===== config.mk =====
export PLATFORM = sky130hd
export DESIGN_NAME = button_remote_mode_controller_top
export DESIGN_NICKNAME = d
export VERILOG_FILES = /design/src/rtl/brmc_pkg.sv /design/src/rtl/brmc_cfg.sv /design/src/rtl/brmc_step.sv /design/src/rtl/button_remote_mode_controller_top.sv
export SDC_FILE = /design/constraint.sdc
export NUM_CORES = 1
export LEC_CHECK = 0
export BUFFER_PORTS_ARGS = -buffer_cell sky130_fd_sc_hd__buf_2
export CORE_UTILIZATION = 35
export DETAILED_ROUTE_END_ITERATION = 7
export PLACE_DENSITY = 0.64
export SYNTH_ARGS = -nofsm -noshare
export SYNTH_HDL_FRONTEND = slang
export SYNTH_SLANG_ARGS = --single-unit

===== constraint.sdc =====
create_clock -name clk_i -period 4.3 [get_ports clk_i]
set_clock_uncertainty 0.1 [all_clocks]
set_input_delay 0.43 -clock clk_i [delete_from_list [all_inputs] [get_ports clk_i]]
set_output_delay 0.43 -clock clk_i [all_outputs]
set_load 0.02 [all_outputs]

===== src/rtl/brmc_pkg.sv =====
// ----------------------------------------------------------------------------
// brmc_pkg: shared types and constants for the button and remote mode
// controller.
// Holds the transfer payload structs, the configuration bundle, field codes
// and the register reset values.
// ----------------------------------------------------------------------------
`default_nettype none

package brmc_pkg;

  // Controller modes
  typedef enum logic [1:0] {
    MODE_RUN    = 2'd0,
    MODE_LEARN  = 2'd1,
    MODE_DELETE = 2'd2
  } mode_e;

  // Pending motor actions
  localparam logic [2:0] ACT_NONE = 3'd0;
  localparam logic [2:0] ACT_UP   = 3'd1;
  localparam logic [2:0] ACT_DOWN = 3'd2;
  localparam logic [2:0] ACT_STOP = 3'd3;
  localparam logic [2:0] ACT_LOCK = 3'd4;

  // Button event codes
  localparam logic [1:0] BTN_NONE   = 2'd0;
  localparam logic [1:0] BTN_SHORT  = 2'd1;
  localparam logic [1:0] BTN_MIDDLE = 2'd2;
  localparam logic [1:0] BTN_LONG   = 2'd3;

  // Remote event codes that matter here
  localparam logic [3:0] REM_BUTTON_A    = 4'd1;
  localparam logic [3:0] REM_BUTTON_D    = 4'd4;
  localparam logic [3:0] REM_INVALIDATED = 4'd8;
  localparam logic [3:0] REM_FULL        = 4'd9;
  localparam logic [3:0] REM_FLASH_ERROR = 4'd11;
  localparam logic [3:0] REM_STORED      = 4'd12;

  // Configuration register indexes
  localparam int unsigned CFG_IDX_W = 3;
  localparam logic [CFG_IDX_W-1:0] CFG_LEARN_DONE_HOLD = 3'd0;
  localparam logic [CFG_IDX_W-1:0] CFG_LEARN_TIMEOUT   = 3'd1;
  localparam logic [CFG_IDX_W-1:0] CFG_DELETE_HOLD     = 3'd2;
  localparam logic [CFG_IDX_W-1:0] CFG_FAST_BLINK      = 3'd3;
  localparam logic [CFG_IDX_W-1:0] CFG_SLOW_BLINK      = 3'd4;

  // Register reset values
  localparam logic [15:0] RST_LEARN_DONE_HOLD = 16'd3000;
  localparam logic [15:0] RST_LEARN_TIMEOUT   = 16'd5000;
  localparam logic [15:0] RST_DELETE_HOLD     = 16'd3000;
  localparam logic [15:0] RST_FAST_BLINK      = 16'd100;
  localparam logic [15:0] RST_SLOW_BLINK      = 16'd500;

  typedef struct packed {
    logic [15:0] learn_done_hold_ms;
    logic [15:0] learn_timeout_ms;
    logic [15:0] delete_hold_ms;
    logic [15:0] fast_blink_ms;
    logic [15:0] slow_blink_ms;
  } cfg_t;

  typedef struct packed {
    logic [31:0] now_ms;
    logic [1:0]  button1_event;
    logic [1:0]  button2_event;
    logic [3:0]  remote_code;
  } in_t;

  typedef struct packed {
    logic [1:0]  mode;
    logic        motor_request_valid;
    logic [1:0]  motor_command;
    logic [15:0] led_blink_ms;
    logic        notify_valid;
    logic        notify_policy;
    logic        erase_all;
  } out_t;

endpackage

`default_nettype wire


===== src/rtl/brmc_cfg.sv =====
// ----------------------------------------------------------------------------
// brmc_cfg: configuration register file
// Five 16-bit timing and blink registers, written over the config channel.
// Writes to unused indexes are dropped.
// ----------------------------------------------------------------------------
`default_nettype none

module brmc_cfg (
  input  wire logic                           clk_i,
  input  wire logic                           rst_ni,
  input  wire logic                           cfg_valid_i,
  output logic                                cfg_ready_o,
  input  wire logic [brmc_pkg::CFG_IDX_W-1:0] cfg_index_i,
  input  wire logic [15:0]                    cfg_data_i,
  output brmc_pkg::cfg_t                      cfg_o
);
  import brmc_pkg::*;

  cfg_t cfg_q, cfg_d;

  // Always able to take a write
  assign cfg_ready_o = 1'b1;

  // Register decode
  always_comb begin
    cfg_d = cfg_q;
    if (cfg_valid_i) begin
      case (cfg_index_i)
        CFG_LEARN_DONE_HOLD: cfg_d.learn_done_hold_ms = cfg_data_i;
        CFG_LEARN_TIMEOUT:   cfg_d.learn_timeout_ms   = cfg_data_i;
        CFG_DELETE_HOLD:     cfg_d.delete_hold_ms     = cfg_data_i;
        CFG_FAST_BLINK:      cfg_d.fast_blink_ms      = cfg_data_i;
        CFG_SLOW_BLINK:      cfg_d.slow_blink_ms      = cfg_data_i;
        default:             cfg_d = cfg_q;
      endcase
    end
  end

  always_ff @(posedge clk_i or negedge rst_ni) begin
    if (!rst_ni) begin
      cfg_q.learn_done_hold_ms <= RST_LEARN_DONE_HOLD;
      cfg_q.learn_timeout_ms   <= RST_LEARN_TIMEOUT;
      cfg_q.delete_hold_ms     <= RST_DELETE_HOLD;
      cfg_q.fast_blink_ms      <= RST_FAST_BLINK;
      cfg_q.slow_blink_ms      <= RST_SLOW_BLINK;
    end else begin
      cfg_q <= cfg_d;
    end
  end

  assign cfg_o = cfg_q;

endmodule

`default_nettype wire


===== src/rtl/brmc_step.sv =====
// ----------------------------------------------------------------------------
// brmc_step: per-tick mode logic and controller state
// Evaluates one tick against the held state and commits the new state when
// the tick is advanced into the result register.
// ----------------------------------------------------------------------------
`default_nettype none

module brmc_step (
  input  wire logic           clk_i,
  input  wire logic           rst_ni,
  input  wire logic           adv_i,
  input  wire brmc_pkg::cfg_t cfg_i,
  input  wire brmc_pkg::in_t  tick_i,
  output brmc_pkg::out_t      res_o
);
  import brmc_pkg::*;

  mode_e       mode_q, mode_d;
  logic [2:0]  pend_q, pend_d;
  logic [31:0] entry_q, entry_d;
  logic        done_q, done_d;

  logic [31:0] elapsed;

  assign elapsed = tick_i.now_ms - entry_q;

  // Next state and result for this tick
  always_comb begin
    mode_d  = mode_q;
    pend_d  = pend_q;
    entry_d = entry_q;
    done_d  = done_q;
    res_o   = '0;

    // button pairs and single presses
    if (mode_q == MODE_RUN) begin
      if (tick_i.button1_event == BTN_LONG && tick_i.button2_event == BTN_LONG) begin
        mode_d = MODE_DELETE;
      end else if (tick_i.button1_event == BTN_MIDDLE &&
                   tick_i.button2_event == BTN_MIDDLE) begin
        mode_d = MODE_LEARN;
      end else if (tick_i.button1_event == BTN_SHORT &&
                   tick_i.button2_event == BTN_NONE) begin
        pend_d = ACT_UP;
      end else if (tick_i.button1_event == BTN_NONE &&
                   tick_i.button2_event == BTN_SHORT) begin
        pend_d = ACT_DOWN;
      end
    end

    // remote events; buttons A to D map directly onto actions
    if (mode_q == MODE_RUN) begin
      if (tick_i.remote_code >= REM_BUTTON_A && tick_i.remote_code <= REM_BUTTON_D) begin
        pend_d = tick_i.remote_code[2:0];
      end
    end else if (mode_q == MODE_LEARN) begin
      if (tick_i.remote_code == REM_INVALIDATED ||
          tick_i.remote_code == REM_FLASH_ERROR) begin
        mode_d = MODE_RUN;
      end else if (tick_i.remote_code == REM_FULL ||
                   tick_i.remote_code == REM_STORED) begin
        done_d = 1'b1;
      end
    end

    // time limits, strictly greater than the programmed hold
    if (mode_q == MODE_LEARN) begin
      if (done_d) begin
        if (elapsed > {16'd0, cfg_i.learn_done_hold_ms}) begin
          done_d = 1'b0;
          mode_d = MODE_RUN;
        end
      end else if (elapsed > {16'd0, cfg_i.learn_timeout_ms}) begin
        mode_d = MODE_RUN;
      end
    end else if (mode_q == MODE_DELETE) begin
      if (elapsed > {16'd0, cfg_i.delete_hold_ms}) begin
        res_o.erase_all = 1'b1;
        mode_d          = MODE_RUN;
      end
    end

    // mode change
    if (mode_d != mode_q) begin
      entry_d = tick_i.now_ms;
      if (mode_d == MODE_LEARN) begin
        res_o.notify_valid  = 1'b1;
        res_o.notify_policy = 1'b1;
      end else if (mode_d == MODE_RUN) begin
        res_o.notify_valid  = 1'b1;
      end
    end

    // action in the mode the tick ends in
    case (mode_d)
      MODE_RUN: begin
        if (pend_d >= ACT_UP && pend_d <= ACT_LOCK) begin
          res_o.motor_request_valid = 1'b1;
          res_o.motor_command       = 2'(pend_d - ACT_UP);
        end
        pend_d = ACT_NONE;
      end
      MODE_LEARN: begin
        res_o.led_blink_ms = done_d ? cfg_i.fast_blink_ms : cfg_i.slow_blink_ms;
      end
      default: begin
        res_o.led_blink_ms = cfg_i.fast_blink_ms;
      end
    endcase

    res_o.mode = mode_d;
  end

  // State commits only with the tick
  always_ff @(posedge clk_i or negedge rst_ni) begin
    if (!rst_ni) begin
      mode_q  <= MODE_RUN;
      pend_q  <= ACT_NONE;
      entry_q <= '0;
      done_q  <= 1'b0;
    end else if (adv_i) begin
      mode_q  <= mode_d;
      pend_q  <= pend_d;
      entry_q <= entry_d;
      done_q  <= done_d;
    end
  end

endmodule

`default_nettype wire


===== src/rtl/button_remote_mode_controller_top.sv =====
// ----------------------------------------------------------------------------
// button_remote_mode_controller_top: button and remote mode controller
// Each input transfer is one controller tick: time, two button events and a
// remote event. Each tick yields exactly one result transfer with the mode,
// motor request, LED period, receiver policy notice and erase-all request.
//
// Channels: in (in_valid_i/in_ready_o/in_data_i), out (out_valid_o/
// out_ready_i/out_data_o), config (cfg_valid_i/cfg_ready_o/cfg_index_i/
// cfg_data_i). Config is always ready; write it only while no tick is in
// flight.
// Path: a tick is registered in the input register at its input transfer and
// is evaluated into the result register when it advances; the result is
// offered from the result register.
// Throughput: one tick per cycle while out_ready_i is high; the single state
// update per tick is one 32-bit subtract and compare deep.
// Reset: mode normal, nothing pending, entry time zero, learn flag clear,
// registers at their defaults, both pipeline registers empty.
// Stall: while out_ready_i is low the result holds; one more tick is taken
// into the input register, then in_ready_o drops until the result moves.
// ----------------------------------------------------------------------------
`default_nettype none

module button_remote_mode_controller_top (
  input  wire logic                           clk_i,
  input  wire logic                           rst_ni,
  input  wire logic                           in_valid_i,
  output logic                                in_ready_o,
  input  wire brmc_pkg::in_t                  in_data_i,
  output logic                                out_valid_o,
  input  wire logic                           out_ready_i,
  output brmc_pkg::out_t                      out_data_o,
  input  wire logic                           cfg_valid_i,
  output logic                                cfg_ready_o,
  input  wire logic [brmc_pkg::CFG_IDX_W-1:0] cfg_index_i,
  input  wire logic [15:0]                    cfg_data_i
);
  import brmc_pkg::*;

  cfg_t cfg;
  in_t  in_q;
  logic in_valid_q;
  out_t res, out_q;
  logic out_valid_q;
  logic adv;

  // Advance a held tick when the result register is free or draining
  assign adv        = in_valid_q && (!out_valid_q || out_ready_i);
  assign in_ready_o = !in_valid_q || adv;

  brmc_cfg u_cfg (
    .clk_i       (clk_i),
    .rst_ni      (rst_ni),
    .cfg_valid_i (cfg_valid_i),
    .cfg_ready_o (cfg_ready_o),
    .cfg_index_i (cfg_index_i),
    .cfg_data_i  (cfg_data_i),
    .cfg_o       (cfg)
  );

  brmc_step u_step (
    .clk_i  (clk_i),
    .rst_ni (rst_ni),
    .adv_i  (adv),
    .cfg_i  (cfg),
    .tick_i (in_q),
    .res_o  (res)
  );

  // Input register
  always_ff @(posedge clk_i or negedge rst_ni) begin
    if (!rst_ni) begin
      in_valid_q <= 1'b0;
    end else if (in_ready_o) begin
      in_valid_q <= in_valid_i;
    end
  end

  always_ff @(posedge clk_i) begin
    if (in_valid_i && in_ready_o) begin
      in_q <= in_data_i;
    end
  end

  // Result register
  always_ff @(posedge clk_i or negedge rst_ni) begin
    if (!rst_ni) begin
      out_valid_q <= 1'b0;
    end else if (adv) begin
      out_valid_q <= 1'b1;
    end else if (out_ready_i) begin
      out_valid_q <= 1'b0;
    end
  end

  always_ff @(posedge clk_i) begin
    if (adv) begin
      out_q <= res;
    end
  end

  assign out_valid_o = out_valid_q;
  assign out_data_o  = out_q;

  // Assertions
  a_erase_returns_normal: assert property (@(posedge clk_i) disable iff (!rst_ni)
    out_valid_q && out_q.erase_all |->
      out_q.mode == MODE_RUN && out_q.notify_valid && !out_q.notify_policy)
    else $error("erase-all without return to normal mode");

  a_motor_only_normal: assert property (@(posedge clk_i) disable iff (!rst_ni)
    out_valid_q && out_q.motor_request_valid |-> out_q.mode == MODE_RUN)
    else $error("motor request outside normal mode");

  a_led_off_normal: assert property (@(posedge clk_i) disable iff (!rst_ni)
    out_valid_q && out_q.mode == MODE_RUN |-> out_q.led_blink_ms == 16'd0)
    else $error("LED period set in normal mode");

  a_tick_kept: assert property (@(posedge clk_i) disable iff (!rst_ni)
    in_valid_q && !adv |=> in_valid_q && $stable(in_q))
    else $error("held tick lost while result stalled");

  a_stall_no_adv: assert property (@(posedge clk_i) disable iff (!rst_ni)
    out_valid_q && !out_ready_i |-> !adv)
    else $error("result register overwritten while stalled");

endmodule

`default_nettype wire

Word level (Yosys, flattened, before mapping)
Index checks and enable logic that the tools add are counted.
{"block": "totals", "register_bits": 184, "latchBits": 0, "ramBits": 0, "rom_bits": 0, "inputBits": 64, "output_inout_bits": 27, "memories": 0}
{"block": "classes", "add_sub_neg": 2, "mul": 0, "n_div": 0, "n_lt_le_gt_ge": 7, "eq_ne": 18, "shift": 0, "n_mux": 36, "n_bitwise": 1, "n_reduce_logical": 28}
{"operator": "32-bit by 16-bit greater-than comparator with 1-bit output", "n": 3}
{"operator": "16-bit one-hot mux with 2 select lines", "n": 1}
{"operator": "32-bit subtractor", "n": 1}
{"operator": "3-bit two-way mux", "n": 9}
{"operator": "2-bit two-way mux", "n": 12}
{"operator": "4-bit == test (second input constant)", "n": 4}
{"operator": "16-bit two-way mux", "n": 1}
{"operator": "2-bit AND reduction", "n": 7}
{"operator": "1-bit two-way mux", "n": 13}
{"operator": "2-bit == test (second input constant)", "n": 5}
{"operator": "2-bit by 1-bit == test with 1-bit output (second input constant)", "n": 4}
{"operator": "1-bit logical AND", "n": 8}
{"operator": "2-bit logical NOT", "n": 4}
{"operator": "3-bit by 2-bit == test with 1-bit output (second input constant)", "n": 2}
{"operator": "4-bit by 1-bit greater-or-equal comparator with 1-bit output (second input constant)", "n": 1}
{"operator": "4-bit by 3-bit <= comparator with 1-bit output (second input constant)", "n": 1}
{"operator": "1-bit logical OR", "n": 4}
{"operator": "3-bit by 1-bit == test with 1-bit output (second input constant)", "n": 1}
{"operator": "3-bit == test (second input constant)", "n": 1}
{"operator": "3-bit by 1-bit greater-or-equal comparator with 1-bit output (second input constant)", "n": 1}
{"operator": "3-bit <= comparator (second input constant)", "n": 1}
{"operator": "3-bit logical NOT", "n": 1}
{"operator": "1-bit logical NOT", "n": 2}
{"operator": "2-bit != test", "n": 1}
{"operator": "other kinds (4)", "n": 4}

Longest topological paths before layout
{"block": "logic_depth", "ltp_word": 14, "depth_mapped": 22, "mapped_depth_nobuf": 21}

Cells and area by module
Synthesis repeated with hierarchy kept, for this count alone.
{"block": "hier_totals", "hier_cells": 913, "area_unflattened_um2": 10582.6}
{"module": "brmc_step", "instances": 1, "cells_each": 666, "area_each_um2": 5460.2, "seq_area_each_um2": 950.9}
{"module": "brmc_cfg", "instances": 1, "cells_each": 175, "area_each_um2": 3096.7, "seq_area_each_um2": 2037.0}
{"module": "button_remote_mode_controller_top", "instances": 1, "cells_each": 72, "area_each_um2": 2025.7, "seq_area_each_um2": 1971.9}

Worst setup path before layout
Ideal clock, no wire load.
{"block": "synth_path", "path_type": "reg-to-reg", "startpoint": "reg in_q[8] in the netlist's numbering", "endpoint": "reg u_step.entry_q[30]", "setup_ps": 127, "arrival_ps": 4042, "t_required_ps": 4073, "setup_slack_ps": 31, "stages_incl_launch_ff": 23, "n_path_buf": 1, "period_less_slack_ps": 4269, "path_cell_list": "edfxtp_1 > inv_1 > ha_1 > fa_1 > nand2b_1 > a21oi_1 > nor2_1 > nor2_1 > nor2_1 > nor2_1 > nor2_1 > xnor2_1 > ha_1 > nand4_1 > a2111o_1 > o211a_1 > o21ai_0 > o21ai_0 > and2_1 > a21oi_1 > o21ai_4 > buf_6 > mux2_1"}
{"block": "synth_via", "elab_chain_cells": 7, "word_cells_on_any_way": 12, "cone_classes": "add/sub: 1; order compare: 3; eq/ne: 1; mux: 6; reduce/logical: 1"}
{"element": "from (decl)", "line_no": "button_remote_mode_controller_top.sv:40", "text": "in_t in_q;"}
{"element": "from (signal assigned)", "line_no": "button_remote_mode_controller_top.sv:80", "text": "in_q <= in_data_i;"}
{"element": "32-bit subtractor (*)", "line_no": "brmc_step.sv:25", "text": "assign elapsed = tick_i.now_ms - entry_q;"}
{"element": "32-bit by 16-bit greater-than comparator with 1-bit output (on tied branches)", "line_no": "brmc_step.sv:77, brmc_step.sv:69, brmc_step.sv:73"}
{"element": "2-bit two-way mux (on tied branches)", "line_no": "brmc_step.sv:77, brmc_step.sv:69, brmc_step.sv:73"}
{"element": "2-bit two-way mux (on tied branches)", "line_no": "brmc_step.sv:76, brmc_step.sv:68"}
{"element": "2-bit two-way mux (*)", "line_no": "brmc_step.sv:67", "text": "if (mode_q == MODE_LEARN) begin"}
{"element": "2-bit != test (*)", "line_no": "brmc_step.sv:84", "text": "if (mode_d != mode_q) begin"}
{"element": "2-bit AND reduction (no line) (*)"}
{"element": "to (signal assigned)", "line_no": "brmc_step.sv:124", "text": "entry_q <= entry_d;"}
{"element": "to (decl)", "line_no": "brmc_step.sv:20", "text": "logic [31:0] entry_q, entry_d;"}
Mark *: on every way between the ends. The rest lies on a longest branch, timed or not.
A chain may end at the register's enable or synchronous reset.

Final worst setup path
{"block": "layout_path", "startpoint": "reg in_q[11] in the netlist's numbering", "endpoint": "reg u_step.entry_q[7]"}
The elaborated chain is that of the path after synthesis.

==> reports/results.md <==
| Result | Value |
|:---|:---|
| Result of the run | finished, violations left |
| Failing checks | negative setup slack |
| Total number of placement rows | 62 |
| Post-Synthesis Net Count | 1,147 |
| Non-filler instance count after layout | 1,542 |
| Top library cells by usage in the layout, fill and taps aside | sky130_fd_sc_hd__inv_1, sky130_fd_sc_hd__nand2_1, sky130_fd_sc_hd__o21ai_0 |
| Required time of the worst setup path | 4.53 ns |
| Cell with the largest stage delay on the worst path | sky130_fd_sc_hd__edfxtp_1 |
| WL final | 23,700 um |
| Number of antenna violations at the first check in global routing | 0 |
| Largest cells by area after synthesis | sky130_fd_sc_hd__dfrtp_1, sky130_fd_sc_hd__edfxtp_1, sky130_fd_sc_hd__ha_1 |
| Setup repair after global routing missed its margin | true |
| Actual transition at the worst max-transition pin | 1.058 ns |
| Instance count of the mapped netlist | 1,001 |
| Time the final worst path needs with I/O delays and setup | 4.417 ns |
| Avg Inst Size Synth | 10.21 um^2 |
| Total track usage | 15.91% |
| Part of the Yosys area used for sequential elements | 48.54% |
| Worst-case setup margin in the final layout | -0.1167 ns |
| Slew Limit Headroom | 29.19% |
| Post-route setup TNS | -1.680 ns |
| Startpoint of the worst register-to-register path | in_q[11] |
| TritonCTS clock tree | done |
| Max stage delay on crit path | 0.44 ns |
| Area of the die | 29,880 um^2 |
| Cell family with most CP delay | compound AO/OA/AOI/OAI gates |
| Count of fill cells added during filler insertion | 2,697 |
| Pwr dens | 759.9 nW/um^2 |
| Count of endpoints failing hold in the final timing report | 0 |
| Share of flip-flops with an asynchronous set or reset | 65.22% |
| Maximum number of pins on one net before global-route repair | 78 |
| Total power | 9.682 mW |
| Effective utilization at floorplan | 35.60% |
| Dominant cell type by area after synthesis | sky130_fd_sc_hd__dfrtp_1 |
| Number of iterations in the first detailed-routing pass | 5 |
| Post-Synth Adder-Cell Area | 10.12% |
| Chain of cells forming the critical path | ha_4 -> buf_4 -> o211a_1 -> o31ai_2 -> a31o_2 -> nor2_1 -> nor2_2 -> xnor2_2 -> ha_1 -> a2111oi_4 -> o21ai_1 -> a311oi_2 -> o32ai_2 -> o31a_1 -> nor2b_2 -> a21oi_2 -> o21ai_4 -> clkbuf_16 -> buf_12 -> mux2_2 |
| Critical path arrival | 4.65 ns |
| Share of layout cells above drive strength 1 | 29.53% |
| Post-cts hold buffer count | 0 |
| Setup violations, final | 30 |
| Placeable core region | 28,700 um^2 |
| Post-DR vias/cell | 4.970 |
| Max frequency | 226.4 MHz |
| Mux share of post-synthesis cell area | 6.441% |
| Area overhead of the layout relative to synthesis | 24.70% |
| Number of antenna-violating nets in the routed design | 0 |
| Type of the most critical hold path | primary input to async pin |
| Commonest non-fill, non-tap cell in the layout | sky130_fd_sc_hd__inv_1 |
| Area fraction in compound gates after synthesis | 15.04% |
| Standby leakage power | 5.626 nW |
| Sum of buffers and inverters on the critical path | 3 |
| Vias in the first global route | 7,547 |
| Count of state elements after synthesis | 184 |
| Max VDD drop | 0.3385 mV |
| Clock root buffer | sky130_fd_sc_hd__clkbuf_16 |
| Fin crit share | 102.7% |
| Vias after detailed routing | 7,664 |
| First-pass GRT wire length | 38,210 um |
| XOR/XNOR Fraction of Synth Area | 2.486% |
| Routed wirelength normalized by instance count | 15.37 um |
| Initial detailed-routing violation count | 552 |
| Final worst hold slack | 0.05964 ns |
| Diodes inserted | 0 |
| Unique masters post-synth | 69 |
| Nets | 1,291 |
| Final Max Slew Viols | 0 |
| Share of the core filled with cells | 44.39% |
| Half-perimeter wire length of the detailed placement result | 16,800 um |
| Clock transition time at the flip-flop clock pins of the worst setup and hold paths | 0.08 ns |
| Worst-Skew Late Latency | 0.44 ns |
| Dominant combinational cell family by area after synthesis | compound AO/OA/AOI/OAI gates |
| Clock buffer depth | 2 |
| Nature of the critical path endpoint | register |
| Startpoint of the most critical setup path | in_q[11] |
| Synth Cell Area | 10,220 um^2 |
| Clock H-tree levels | 4 |
| Synthesized-area fraction occupied by and/or/nand/nor cells | 11.46% |
| Maximum capacitance violations | 0 |
| Quantity of I/O buffers inserted on ports | 89 |
| Placer congestion estimate | 0.9089 |
| Total congestion overflow | 0 |
| Crit path launch type | register |
| Top_reg_cell synth | sky130_fd_sc_hd__dfrtp_1 |
| Sink count of the clock tree | 184 |
| Kind of critical path | register to register |
| Critical path peak fanout | 8 |
| Die width | 172.9 um |
| Chip Height | 172.9 um |
| Yosys warning count | 0 |
| Number of placed instances with taps included | 1,498 |
| IO Count | 91 |
| Clock buffers created by TritonCTS | 17 |
| Final routed DRC violation total | 0 |
| Area fraction of the dominant cell type after synthesis | 22.53% |
| Number of enable-type register cells in the synthesized netlist | 64 |
[layout make-up]
type	count	area, um^2	share of cell area, %
tap	384	480.5	3.771
multi-input combinational	665	5150	40.42
clock inverter	15	210.2	1.650
timing repair buffer	156	1061	8.328
clock buffer	17	425.4	3.339
sequential	184	4960	38.93
inverter	121	454.2	3.565
[path summary, 6_finish.rpt]
check / slack, ns / endpoint / depth (start not counted)
setup / recovery: -0.12 / u_step.entry_q[7] / 20
hold / removal: 0.06 / u_cfg.cfg_o[15] / 1
setup reg to reg: -0.12 / u_step.entry_q[7] / 20
hold reg to reg: 0.39 / out_valid_o / 1
max in group asynchronous: 3.23 / u_cfg.cfg_o[60] / 2
min in group clk_i: 0.06 / in_q[17] / 1
[cells by family (layout without fill, tap and decap cells)]
group           count (synthesis)  after routing
fa+ha+maj                      82             82
flops                         184            184
simple gates                  248            248
other cells                     1              1
compound gates                246            246
xor+xnor                       29             29
buf+inv                       152            309
mux                            59             59
[worst register-to-register path, stage by stage (launching register included)]
cell and delay (ns):
sky130_fd_sc_hd__edfxtp_1 0.44, sky130_fd_sc_hd__ha_4 0.30, sky130_fd_sc_hd__buf_4 0.10, sky130_fd_sc_hd__o211a_1 0.15, sky130_fd_sc_hd__o31ai_2 0.08, sky130_fd_sc_hd__a31o_2 0.29, sky130_fd_sc_hd__nor2_1 0.12, sky130_fd_sc_hd__nor2_2 0.06
sky130_fd_sc_hd__xnor2_2 0.27, sky130_fd_sc_hd__ha_1 0.33, sky130_fd_sc_hd__a2111oi_4 0.30, sky130_fd_sc_hd__o21ai_1 0.14, sky130_fd_sc_hd__a311oi_2 0.24, sky130_fd_sc_hd__o32ai_2 0.12, sky130_fd_sc_hd__o31a_1 0.15, sky130_fd_sc_hd__nor2b_2 0.15
sky130_fd_sc_hd__a21oi_2 0.06, sky130_fd_sc_hd__o21ai_4 0.25, sky130_fd_sc_hd__clkbuf_16 0.19, sky130_fd_sc_hd__buf_12 0.14, sky130_fd_sc_hd__mux2_2 0.34
[metrics by stage]
| stage | instance area [um^2] | setup WS [ns] |
|---|---|---|
| final | 12740 | -0.1167 |
| after global routing | 12740 | -0.2847 |
| after CTS | 12450 | -0.09172 |
| after detailed placement | 11470 | -0.1554 |
| after global placement | 11470 | -0.09029 |
| after floorplan | 10220 | 0.03068 |
[state kept, by name, indices dropped and copies added (netlist names)]
register        flops
u_cfg.cfg_o        80
u_step.done_q       1
u_step.mode_q       2
in_q               40
u_step.entry_q     32
u_step.pend_q       3
in_valid_q          1
out_data_o         24
out_valid_o         1
[what timing repair did]
| action | in CTS | in global routing |
|---|---|---|
| endpoints found under the setup margin | 48 | 59 |
| resized for setup | 54 | 50 |
| setup buffers | 6 | 4 |
| pin swaps | 13 | 26 |
| cloned | 1 | 1 |
[synthesized netlist by cell type, drive strengths merged (7+ instances only)]
| cell type | count |
|---|---|
| a21oi | 52 |
| buf | 7 |
| clkbuf | 24 |
| dfrtp | 92 |
| dfstp | 28 |
| edfxtp | 64 |
| ha | 81 |
| inv | 121 |
| mux2 | 54 |
| nand2 | 108 |
| nand2b | 10 |
| nand3 | 9 |
| nand4 | 20 |
| nor2 | 50 |
| nor2b | 10 |
| nor3 | 16 |
| o21a | 10 |
| o21ai | 105 |
| o22ai | 17 |
| xnor2 | 20 |
| xor2 | 9 |
[where the power goes]
| part | switching, mW | internal, mW | total, mW |
|---|---|---|---|
| combinational | 2.92 | 2.63 | 5.55 |
| sequential | 0.190 | 2.30 | 2.49 |
| clock | 0.839 | 0.808 | 1.65 |
| total | 3.95 | 5.73 | 9.68 |
[metal layers]
metal	track usage [%]	up-vias	share of wire (%)
met3	2.639	33	3.0
met1	21.76	3655	49
met2	25.72	156	46
met4	5.088	0	1.9
li1	-	3820	-
met5	0	-	0
No activity file was read; power rests on OpenSTA's default activity.
